$ cat src/hdl/apfb_pkg.sv
// shared types and constants for the augmenting path flow block
package apfb_pkg;

  localparam int NODE_W         = 6;
  localparam int CAP_W          = 31;
  localparam int FLOW_W         = 32;
  localparam int DEF_MAX_NODES  = 64;
  localparam int DEF_MAX_DEGREE = 8;
  localparam int CFG_IDX_W      = 2;
  localparam int CFG_DATA_W     = 6;

  // opcodes
  localparam logic [1:0] OP_CLEAR  = 2'd0;
  localparam logic [1:0] OP_APPEND = 2'd1;
  localparam logic [1:0] OP_ZERO   = 2'd2;
  localparam logic [1:0] OP_RUN    = 2'd3;

  // result status codes
  localparam logic [1:0] ST_OK   = 2'd0;
  localparam logic [1:0] ST_DROP = 2'd1;
  localparam logic [1:0] ST_RUN  = 2'd2;

  // register indexes
  localparam logic [CFG_IDX_W-1:0] CFG_SOURCE = 2'd0;
  localparam logic [CFG_IDX_W-1:0] CFG_SINK   = 2'd1;
  localparam logic [CFG_IDX_W-1:0] CFG_AVOID  = 2'd2;
  localparam logic [CFG_IDX_W-1:0] CFG_MODE   = 2'd3;

  // run modes
  localparam logic [1:0] MODE_PLAIN = 2'd0;
  localparam logic [1:0] MODE_AVOID = 2'd1;
  localparam logic [1:0] MODE_BETW  = 2'd2;

  typedef struct packed {
    logic [1:0]        opcode;
    logic [NODE_W-1:0] from_node;
    logic [NODE_W-1:0] to_node;
    logic [CAP_W-1:0]  edge_capacity;
  } item_t;

  typedef struct packed {
    logic [1:0]        status;
    logic [FLOW_W-1:0] total_flow;
  } result_t;

  // controller to datapath commands
  typedef struct packed {
    logic latch_item;
    logic clr_graph;
    logic deg_rd_from;
    logic append_wr;
    logic sweep_wr;
    logic phase_init;
    logic srch_init;
    logic q_rd;
    logic cur_load;
    logic deg_cap;
    logic edge_rd;
    logic edge_eval;
    logic neck_init;
    logic walk_init;
    logic pred_rd;
    logic walk_edge_rd;
    logic neck_upd;
    logic flow_upd;
    logic total_add;
    logic pass_next;
    logic emit_run;
    logic emit_ok;
  } cmd_t;

  // datapath to controller status
  typedef struct packed {
    logic [1:0] op;
    logic       run_bad;
    logic       sweep_last;
    logic       q_empty;
    logic       k_done;
    logic       sink_reached;
    logic       walk_more;
    logic       two_pass;
    logic       first_pass;
  } sts_t;

endpackage

$ cat src/hdl/apfb_ctrl.sv
// sequencer for graph load, flow sweep, search and path walks
module apfb_ctrl (
  input  logic          clk,
  input  logic          rst,
  input  logic          start,
  input  apfb_pkg::sts_t sts,
  output apfb_pkg::cmd_t cmd,
  output logic          busy
);

  typedef enum logic [18:0] {
    S_IDLE  = 19'h00001,
    S_DISP  = 19'h00002,
    S_APP   = 19'h00004,
    S_SWEEP = 19'h00008,
    S_SINIT = 19'h00010,
    S_POP   = 19'h00020,
    S_NODE  = 19'h00040,
    S_DEG   = 19'h00080,
    S_EDGE  = 19'h00100,
    S_EVAL  = 19'h00200,
    S_WCHK  = 19'h00400,
    S_W1P   = 19'h00800,
    S_W1E   = 19'h01000,
    S_W1A   = 19'h02000,
    S_W2I   = 19'h04000,
    S_W2P   = 19'h08000,
    S_W2E   = 19'h10000,
    S_W2A   = 19'h20000,
    S_PEND  = 19'h40000
  } state_t;

  state_t state, state_next;

  // state register
  always_ff @(posedge clk) begin
    if (rst) begin
      state <= S_IDLE;
    end else begin
      state <= state_next;
    end
  end

  assign busy = (state != S_IDLE);

  // next state and commands
  always_comb begin
    state_next = state;
    cmd = '0;
    case (state)
      S_IDLE: begin
        if (start) begin
          cmd.latch_item = 1'b1;
          state_next = S_DISP;
        end
      end
      S_DISP: begin
        case (sts.op)
          apfb_pkg::OP_CLEAR: begin
            cmd.clr_graph = 1'b1;
            cmd.emit_ok = 1'b1;
            state_next = S_IDLE;
          end
          apfb_pkg::OP_APPEND: begin
            cmd.deg_rd_from = 1'b1;
            state_next = S_APP;
          end
          apfb_pkg::OP_ZERO: begin
            state_next = S_SWEEP;
          end
          default: begin
            if (sts.run_bad) begin
              cmd.emit_run = 1'b1;
              state_next = S_IDLE;
            end else begin
              cmd.phase_init = 1'b1;
              state_next = S_SINIT;
            end
          end
        endcase
      end
      S_APP: begin
        cmd.append_wr = 1'b1;
        state_next = S_IDLE;
      end
      S_SWEEP: begin
        cmd.sweep_wr = 1'b1;
        if (sts.sweep_last) begin
          cmd.emit_ok = 1'b1;
          state_next = S_IDLE;
        end
      end
      S_SINIT: begin
        cmd.srch_init = 1'b1;
        state_next = S_POP;
      end
      S_POP: begin
        if (sts.q_empty) begin
          state_next = S_WCHK;
        end else begin
          cmd.q_rd = 1'b1;
          state_next = S_NODE;
        end
      end
      S_NODE: begin
        cmd.cur_load = 1'b1;
        state_next = S_DEG;
      end
      S_DEG: begin
        cmd.deg_cap = 1'b1;
        state_next = S_EDGE;
      end
      S_EDGE: begin
        if (sts.k_done) begin
          state_next = S_POP;
        end else begin
          cmd.edge_rd = 1'b1;
          state_next = S_EVAL;
        end
      end
      S_EVAL: begin
        cmd.edge_eval = 1'b1;
        state_next = S_EDGE;
      end
      S_WCHK: begin
        if (sts.sink_reached) begin
          cmd.walk_init = 1'b1;
          cmd.neck_init = 1'b1;
          state_next = S_W1P;
        end else begin
          state_next = S_PEND;
        end
      end
      S_W1P: begin
        if (sts.walk_more) begin
          cmd.pred_rd = 1'b1;
          state_next = S_W1E;
        end else begin
          state_next = S_W2I;
        end
      end
      S_W1E: begin
        cmd.walk_edge_rd = 1'b1;
        state_next = S_W1A;
      end
      S_W1A: begin
        cmd.neck_upd = 1'b1;
        state_next = S_W1P;
      end
      S_W2I: begin
        cmd.walk_init = 1'b1;
        state_next = S_W2P;
      end
      S_W2P: begin
        if (sts.walk_more) begin
          cmd.pred_rd = 1'b1;
          state_next = S_W2E;
        end else begin
          cmd.total_add = 1'b1;
          state_next = S_SINIT;
        end
      end
      S_W2E: begin
        cmd.walk_edge_rd = 1'b1;
        state_next = S_W2A;
      end
      S_W2A: begin
        cmd.flow_upd = 1'b1;
        state_next = S_W2P;
      end
      S_PEND: begin
        if (sts.first_pass && sts.two_pass) begin
          cmd.pass_next = 1'b1;
          state_next = S_SINIT;
        end else begin
          cmd.emit_run = 1'b1;
          state_next = S_IDLE;
        end
      end
      default: begin
        state_next = S_IDLE;
      end
    endcase
  end

endmodule

$ cat config.mk
export PLATFORM = sky130hd
export DESIGN_NAME = apfb_ctrl
export DESIGN_NICKNAME = d
export VERILOG_FILES = /design/src/hdl/apfb_pkg.sv /design/src/hdl/apfb_ctrl.sv
export SDC_FILE = /design/constraint.sdc
export NUM_CORES = 1
export LEC_CHECK = 0
export BUFFER_PORTS_ARGS = -buffer_cell sky130_fd_sc_hd__buf_2
export CAP_MARGIN = 20
export CORE_MARGIN = 2
export CORE_UTILIZATION = 50
export CTS_BUF_LIST = sky130_fd_sc_hd__clkbuf_8
export DETAILED_ROUTE_END_ITERATION = 7
export GPL_TIMING_DRIVEN = 0
export PLACE_DENSITY = 0.81
export SYNTH_ARGS = -nofsm -noshare
export SYNTH_HDL_FRONTEND = slang
export SYNTH_SLANG_ARGS = --single-unit
$ cat constraint.sdc
create_clock -name clk -period 4.4 [get_ports clk]
set_input_delay 0.22 -clock clk [delete_from_list [all_inputs] [get_ports clk]]
set_output_delay 0.22 -clock clk [all_outputs]
set_load 0.03 [all_outputs]
=== After elaboration in Yosys (flattened, before gate mapping) ===
Index checks and enable logic that the tools add are counted.

* Mux-type cells: 47
* Eq/ne operators: 24
* Reduce and logical (&&, ||, !) cells: 8

{| class="wikitable"
|+ Operator list
! operator !! number
|-
| 19-bit case mux with 16 select lines || 1
|-
| 19-bit 2-to-1 mux || 3
|-
| 19-bit case mux with 3 select lines || 1
|-
| 1-bit 2-to-1 mux || 31
|-
| 19-bit by 1-bit == test with 1-bit output, second input constant || 1
|-
| 19-bit by 10-bit == test with 1-bit output, second input constant || 1
|-
| 19-bit by 11-bit == test with 1-bit output, second input constant || 1
|-
| 19-bit by 12-bit == test with 1-bit output, second input constant || 1
|-
| 19-bit by 13-bit == test with 1-bit output, second input constant || 1
|-
| 19-bit by 14-bit == test with 1-bit output, second input constant || 1
|-
| 19-bit by 15-bit == test with 1-bit output, second input constant || 1
|-
| 19-bit by 16-bit == test with 1-bit output, second input constant || 1
|-
| 19-bit by 17-bit == test with 1-bit output, second input constant || 1
|-
| 19-bit by 18-bit == test with 1-bit output, second input constant || 1
|-
| 19-bit == test, second input constant || 1
|-
| 19-bit by 2-bit == test with 1-bit output, second input constant || 1
|-
| 19-bit by 3-bit == test with 1-bit output, second input constant || 1
|-
| 19-bit by 4-bit == test with 1-bit output, second input constant || 1
|-
| 19-bit by 5-bit == test with 1-bit output, second input constant || 1
|-
| 19-bit by 6-bit == test with 1-bit output, second input constant || 1
|-
| 19-bit by 7-bit == test with 1-bit output, second input constant || 1
|-
| 19-bit by 8-bit == test with 1-bit output, second input constant || 1
|-
| 19-bit by 9-bit == test with 1-bit output, second input constant || 1
|-
| 19-bit by 1-bit inequality test with 1-bit output, second input constant || 1
|-
| 15 further kinds || 23
|}

* Bits in registers: 19
* Word-level logic and storage cells: 80
* Bits of input ports: 13

=== Longest topological paths before layout ===
Gate-level depths: netlist (run 1).

* Word-level depth: 4
* Gate-level depth with buffers: 8
* Gate-level depth less buffers: 6

=== Worst setup path before layout (run 1) ===
No wires, ideal clock.

* Kind: register to output
* Start: register state[12]
* End: output port cmd[0] (netlist bit)
* Cell stages (with the launch flop): 7
* Setup slack: 2,043 ps
* Buffers on the path: 1
* Data arrival time: 2,137 ps
* Required time: 4,180 ps
* Path through: dfxtp_1 -> buf_6 -> nor4_4 -> nand3_2 -> or3_4 -> nor3_2 -> a21o_1

{| class="wikitable"
|+ RTL lines
! element !! RTL line !! RTL
|-
| start: declaration || apfb_ctrl.sv:33 || <nowiki>state_t state, state_next;</nowiki>
|-
| start signal: assignment || apfb_ctrl.sv:40 || <nowiki>state <= state_next;</nowiki>
|-
| end: declaration || apfb_ctrl.sv:7 || <nowiki>output apfb_pkg::cmd_t cmd,</nowiki>
|}

==> flow_metrics.env, run 1 <==
export IMPL_grt_usage_pct=23.2
export IMPL_initial_core_util_pct=51.4
export IMPL_fp_dieW_um=54.0
export IMPL_cts_made_buffers=3
export IMPL_clock_sinks=19
export IMPL_dieArea_sq_um=2920
export IMPL_floorplan_rows=18
export IMPL_finalSetupTns_ns=0
export IMPL_vias=1303
export IMPL_combPwrFrac_pct=16.6
export IMPL_cts_repair_resize_count=0
export IMPL_grt_pass1_wl_um=4910
export IMPL_cpPeakStageDelay_ns=0.63
export IMPL_cts_tree="done"
export IMPL_pwr_density_cell_nw_per_um2=238
export IMPL_hold_buffers=0
export IMPL_cp_buffers_inverters=1
export IMPL_postSynthCellCount=153
export IMPL_yosysSeqAreaShare_pct=30.4
export IMPL_max_freq_ghz=0.386
export IMPL_syn_area_sq_um=1250
export IMPL_synth_main_ff_cell="dfxtp_1"
export IMPL_tightest_slew_ns=0.688
export IMPL_synth_distinct_cells=45
export IMPL_yosysWarnings=0
export IMPL_drc=0
export IMPL_synthesis_area_per_instance_sq_um=8.18
export IMPL_mostFrequentLayoutCells="buf_2, nor2_1, dfxtp_1"
export IMPL_cp_cell_sequence="nor4_2 > nand3_1 > nor4_1 > nor2_1 > nor2b_1 > buf_2"
export IMPL_core_area_sq_um=2430
export IMPL_wl_per_cell_um=14.1
export IMPL_crit_family="simple AND/OR/NAND/NOR gates"
export IMPL_yosysTopAreaCellShare_pct=30.4
export IMPL_regMostFlops="state"
export IMPL_syn_to_final_growth_pct=20.6
export IMPL_async_flop_share_pct=0
export IMPL_period_minus_slack_ns=2.59
export IMPL_antenna_found_initial=0
export IMPL_path_clk_slew_ns=0.07
export IMPL_largest_reg_flops=19
export IMPL_switchingPower_uw=101
export IMPL_start_kind="register"
export IMPL_setup_worst_path_class="register to primary output"
export IMPL_cpMaxStageDelayCell="nor4_2"
export IMPL_swShare_pct=28.2
export IMPL_post_dp_hpwl_um=2400
export IMPL_synth_simple_gate_area_share_pct=53.3
export IMPL_routed_via_density=5.87
export IMPL_die_h_um=54.0
export IMPL_timing_slew_headroom_pct=54.1
export IMPL_reg_top3="state (19)"
export IMPL_drive_gt1_share_pct=30.2
export IMPL_power_frac_clock_pct=34.1
export IMPL_final_core_util_pct=62.0
export IMPL_cp_data_arrival_time_ns=2.37
export IMPL_min_path_type="input port to register"
export IMPL_cp_required_ns=4.18
export IMPL_multi_input_area_sq_um=798
export IMPL_hold_violations=0
export IMPL_path_max_fanout=7
export IMPL_fin_worst_skew_ns=0.00161
export IMPL_synth_area_leaders="dfxtp_1, nor2_1, nor3_1, nand3_1, nor4_1"
export IMPL_leakagePower_nw=0.728
export IMPL_power_internal_uw=258
export IMPL_setup_viol=0
export IMPL_ys_ff_latch=19
export IMPL_synth_xor_area_share_pct=3.50
export IMPL_syn_num_nets=166
export IMPL_ant_nets=0
export IMPL_io_pins=36
export IMPL_muxShareOfSynthArea_pct=0
export IMPL_irDropWorstVdd_v=0.000147
export IMPL_synth_top_family_by_area="simple AND/OR/NAND/NOR gates"
export IMPL_first_pass_iters=4
export IMPL_synth_compound_area_share_pct=7.00
export IMPL_synthAdderAreaFrac_pct=0
export IMPL_register_area_sq_um=380
export IMPL_gp_congestion=0.909
export IMPL_drt_initial_drc_count=42
export IMPL_diodes=0
export IMPL_period_share_pct=58.9
export IMPL_clockBufferDepth=2
export IMPL_post_cts_buffers=0
export IMPL_cts_root_buf="clkbuf_8"
export IMPL_grt_max_degree=11
export IMPL_cts_max_level=1
export IMPL_nNetsFinal=206
export IMPL_wl_um=3140
export IMPL_rsz0062_at_grt="false"
export IMPL_maxCapViolations=0
export IMPL_seq_power_share_pct=49.3
export IMPL_end_kind="primary output"
export IMPL_slew_violations=0
export IMPL_status="complete, no violations"
export IMPL_grt_pass1_vias=1136
export IMPL_yosys_area_top_type="dfxtp_1"
export IMPL_fillers=230
export IMPL_synth_edf_count=0
export IMPL_portBuffers=35
export IMPL_final_common_cell="buf_2"
export IMPL_grt_remaining_overflow=0
export IMPL_clock_latency_ns=0.26
==> final cells by class <==
class	instances	share of cell area (%)
tap	30	2.49
multi-input combinational	123	52.9
inverter	5	1.24
clock inverter	1	0.249
timing repair buffer	35	11.6
clock buffer	3	2.74
buffer	6	3.57
sequential	19	25.2
==> cell usage after synthesis, types with 2 or more instances <==
library cell   n
and2_1         4
nor3b_1        5
buf_6          2
nor3_1        11
nor2b_1        3
nor3_2         2
o21ai_0        3
nor2_2         2
nor4_1         7
nand2b_1       2
nand3_1       10
nor4_2         2
a211oi_1       2
a21oi_1        2
inv_1          5
nand2_1        8
nor4b_1        4
a21o_1         2
dfxtp_1       19
xnor2_1        2
o211ai_1       2
xor2_1         3
and3_1         6
nand4_1        4
nor2_1        21
==> worst register-to-register path, cell delays in order, from the launching register on <==
cell and delay (ns):
dfxtp_1 0.35, nor4_2 0.63, nand4_2 0.25, nor3_2 0.24
nand4b_2 0.18, nor3b_1 0.24, and3_1 0.22
==> kinds of logic (layout without fill, tap and decap cells) <==
family / count (synthesis) / after routing
compound gates: 13 / 13
xor+xnor: 5 / 5
buf+inv: 11 / 50
flops: 19 / 19
simple gates: 105 / 105
==> stage by stage <==
| step | instance area, sq um | hold slack [ns] | std cells | worst slack [ns] | power [mW] |
|---|---|---|---|---|---|
| 6_report | 1510 | 0.152 | 222 | 1.81 | 0.359 |
| 5_1_grt | 1510 | 0.158 | 222 | 1.62 | 0.373 |
| 4_1_cts | 1510 | 0.154 | 222 | 1.85 | 0.357 |
| 3_5_place_dp | 1460 | 0.424 | 218 | 2.14 | 0.239 |
| 3_3_place_gp | 1460 | 0.414 | 218 | 2.14 | 0.238 |
| 2_1_floorplan | 1250 | 0.289 | 153 | 2.04 | 0.219 |
==> worst paths after layout <==
check / from / end / slack [ns] / cells past startpoint
worst max-delay path: state[14] / cmd[7] / 1.81 / 6
worst min-delay path: sts[4] / state[9] / 0.15 / 2
worst max register to register: state[14] / state[16] / 2.19 / 6
worst min register to register: state[13] / state[13] / 0.55 / 2
==> power by group through the flow <==
stage | clock, mW | sequential (mW) | combinational (mW)
after global placement | 0 | 0.180 | 0.0574
after floorplan | 0 | 0.180 | 0.0391
after CTS | 0.121 | 0.177 | 0.0591
final | 0.122 | 0.177 | 0.0596
after global routing | 0.130 | 0.177 | 0.0661
after detailed placement | 0 | 0.181 | 0.0587
==> per-layer routing <==
metal  GRT usage [%]  vias to the layer above  routed length (um)
li1                -                      640                   -
met1            29.5                      616                1350
met2            39.4                       43                1550
met3            4.17                        4                 214
met4            7.92                        0                  25
met5               0                        -                   0
(Power assumes the default switching activity.)
==> inputs of run 2 (changes only) <==
- clock period: 4.4 -> 2.5 ns (I/O delays scaled with it)
==> run 2 against run 1 <==
Power increased by 76%. Largest power group unchanged. Critical path depth up 2. Highest routed layer unchanged. Critical endpoint is now cmd[0]. Utilization rose by 1.5 points. Critical path type unchanged. Hold slack got worse by 0.094 ns.
==> flow_metrics.env, run 2 (synthesis results as in run 1) <==
export IMPL_status="complete, no violations"
export IMPL_cts_max_level=1
export IMPL_combPwrFrac_pct=16.8
export IMPL_routed_via_density=5.93
export IMPL_floorplan_rows=18
export IMPL_power_internal_uw=453
export IMPL_regMostFlops="state"
export IMPL_diodes=0
export IMPL_pwr_density_cell_nw_per_um2=407
export IMPL_setup_viol=0
export IMPL_min_path_type="input port to register"
export IMPL_swShare_pct=28.0
export IMPL_vias=1328
export IMPL_irDropWorstVdd_v=0.000255
export IMPL_cts_root_buf="clkbuf_8"
export IMPL_core_area_sq_um=2430
export IMPL_slew_violations=0
export IMPL_clockBufferDepth=2
export IMPL_crit_path_end="cmd[0]"
export IMPL_die_h_um=54.0
export IMPL_end_kind="primary output"
export IMPL_path_max_fanout=8
export IMPL_fp_dieW_um=54.0
export IMPL_cts_made_buffers=3
export IMPL_setup_worst_path_class="register to primary output"
export IMPL_first_pass_iters=4
export IMPL_reg_top3="state (19)"
export IMPL_cpMaxStageDelayCell="or3_4"
export IMPL_timing_slew_headroom_pct=51.8
export IMPL_dieArea_sq_um=2920
export IMPL_drive_gt1_share_pct=32.0
export IMPL_portBuffers=35
export IMPL_start_kind="register"
export IMPL_route_met3_wl_um=230
export IMPL_cp_data_arrival_time_ns=2.19
export IMPL_nNetsFinal=208
export IMPL_drt_initial_drc_count=36
export IMPL_regToRegSetupSlack_ns=0.43
export IMPL_r2r_start="state[14]"
export IMPL_cp_required_ns=2.38
export IMPL_cp_cell_sequence="clkbuf_8 > nor4_4 > buf_4 > nand3_2 > or3_4 > nor3_2 > a21o_1 > buf_2"
export IMPL_hold_violations=0
export IMPL_clock_latency_ns=0.26
export IMPL_io_pins=36
export IMPL_drc=0
export IMPL_hold_buffers=0
export IMPL_wl_met2_um=1600
export IMPL_rr_worst_depth=6
export IMPL_wl_um=3250
export IMPL_grt_remaining_overflow=0
export IMPL_finalSetupTns_ns=0
export IMPL_crit_cells=8
export IMPL_routedLengthMet1_um=1390
export IMPL_post_dp_hpwl_um=2400
export IMPL_path_clk_slew_ns=0.07
export IMPL_grt_usage_pct=23.2
export IMPL_top_layer_used="met4"
export IMPL_fin_worst_skew_ns=0.00261
export IMPL_startpoint="state[16]"
export IMPL_wl_per_cell_um=14.5
export IMPL_cts_tree="done"
export IMPL_grt_pass1_vias=1136
export IMPL_leakagePower_nw=0.743
export IMPL_grt_pass1_wl_um=4910
export IMPL_gp_congestion=0.909
export IMPL_seq_power_share_pct=49.5
export IMPL_rsz0062_at_grt="false"
export IMPL_final_common_cell="buf_2"
export IMPL_final_core_util_pct=63.5
export IMPL_largest_reg_flops=19
export IMPL_crit_family="simple AND/OR/NAND/NOR gates"
export IMPL_mostFrequentLayoutCells="buf_2, nor2_1, dfxtp_1"
export IMPL_max_freq_ghz=0.432
export IMPL_ant_nets=0
export IMPL_tightest_slew_ns=0.721
export IMPL_switchingPower_uw=176
export IMPL_initial_core_util_pct=51.4
export IMPL_clock_sinks=19
export IMPL_cpPeakStageDelay_ns=0.47
export IMPL_fin_ws_ns=0.185
export IMPL_grt_max_degree=11
export IMPL_place_worst_setup_slack_ns=0.326
export IMPL_rr_endpoint="state[16]"
export IMPL_period_minus_slack_ns=2.31
export IMPL_power_frac_clock_pct=33.7
export IMPL_syn_to_final_growth_pct=23.5
export IMPL_antenna_found_initial=0
export IMPL_maxCapViolations=0
export IMPL_period_share_pct=92.6
export IMPL_cp_buffers_inverters=3
==> run 2: final cells by class <==
class                      instances  area, sq um
inverter                           5         18.8
timing repair buffer              37          190
tap                               30         37.5
multi-input combinational        123          820
clock buffer                       3         41.3
buffer                             6         53.8
sequential                        19          380
fill                             225          887
clock inverter                     1         3.75
==> run 2: power groups by stage <==
| stage | registers [mW] | logic (mW) | clock network, mW |
|---|---|---|---|
| final | 0.311 | 0.106 | 0.212 |
| after global routing | 0.312 | 0.117 | 0.228 |
| after CTS | 0.311 | 0.104 | 0.212 |
| after detailed placement | 0.318 | 0.103 | 0 |
| after global placement | 0.318 | 0.101 | 0 |
| after floorplan | 0.316 | 0.0688 | 0 |
==> run 2: worst min-delay path by stage <==
stage,from,endpoint,slack (ns),cells past startpoint
after floorplan,rst,state[3],0.19,1
after global placement,sts[4],state[9],0.32,2
after detailed placement,sts[4],state[9],0.33,2
after CTS,sts[4],state[9],0.06,2
after global routing,sts[4],state[9],0.06,2
final,sts[4],state[9],0.06,2
==> run 2: stage by stage <==
| step | power [mW] | hold slack (ns) | instances | area (sq um) |
|---|---|---|---|---|
| after floorplan | 0.385 | 0.194 | 153 | 1250 |
| after global placement | 0.419 | 0.319 | 218 | 1460 |
| after detailed placement | 0.421 | 0.329 | 218 | 1460 |
| after CTS | 0.628 | 0.0588 | 222 | 1510 |
| after global routing | 0.657 | 0.0629 | 224 | 1550 |
| final | 0.630 | 0.0575 | 224 | 1550 |
==> run 2: repair_timing <==
item / in CTS / in global routing
setup endpoints to repair: 0 / 5
setup buffers: 0 / 2
gates resized for setup: 0 / 3
==> run 2: worst reg2reg max path, delay by kind of cell (launching register included) <==
family	cells	cell delay, ns
DFF	1	0.38
and+or+nand+nor	6	1.59
==> run 2: per-layer routing <==
layer  GRT usage, %  up-vias
met1           29.5      623
met5              0        -
met2           39.4       53
li1               -      646
met3           4.17        6
met4           7.92        0
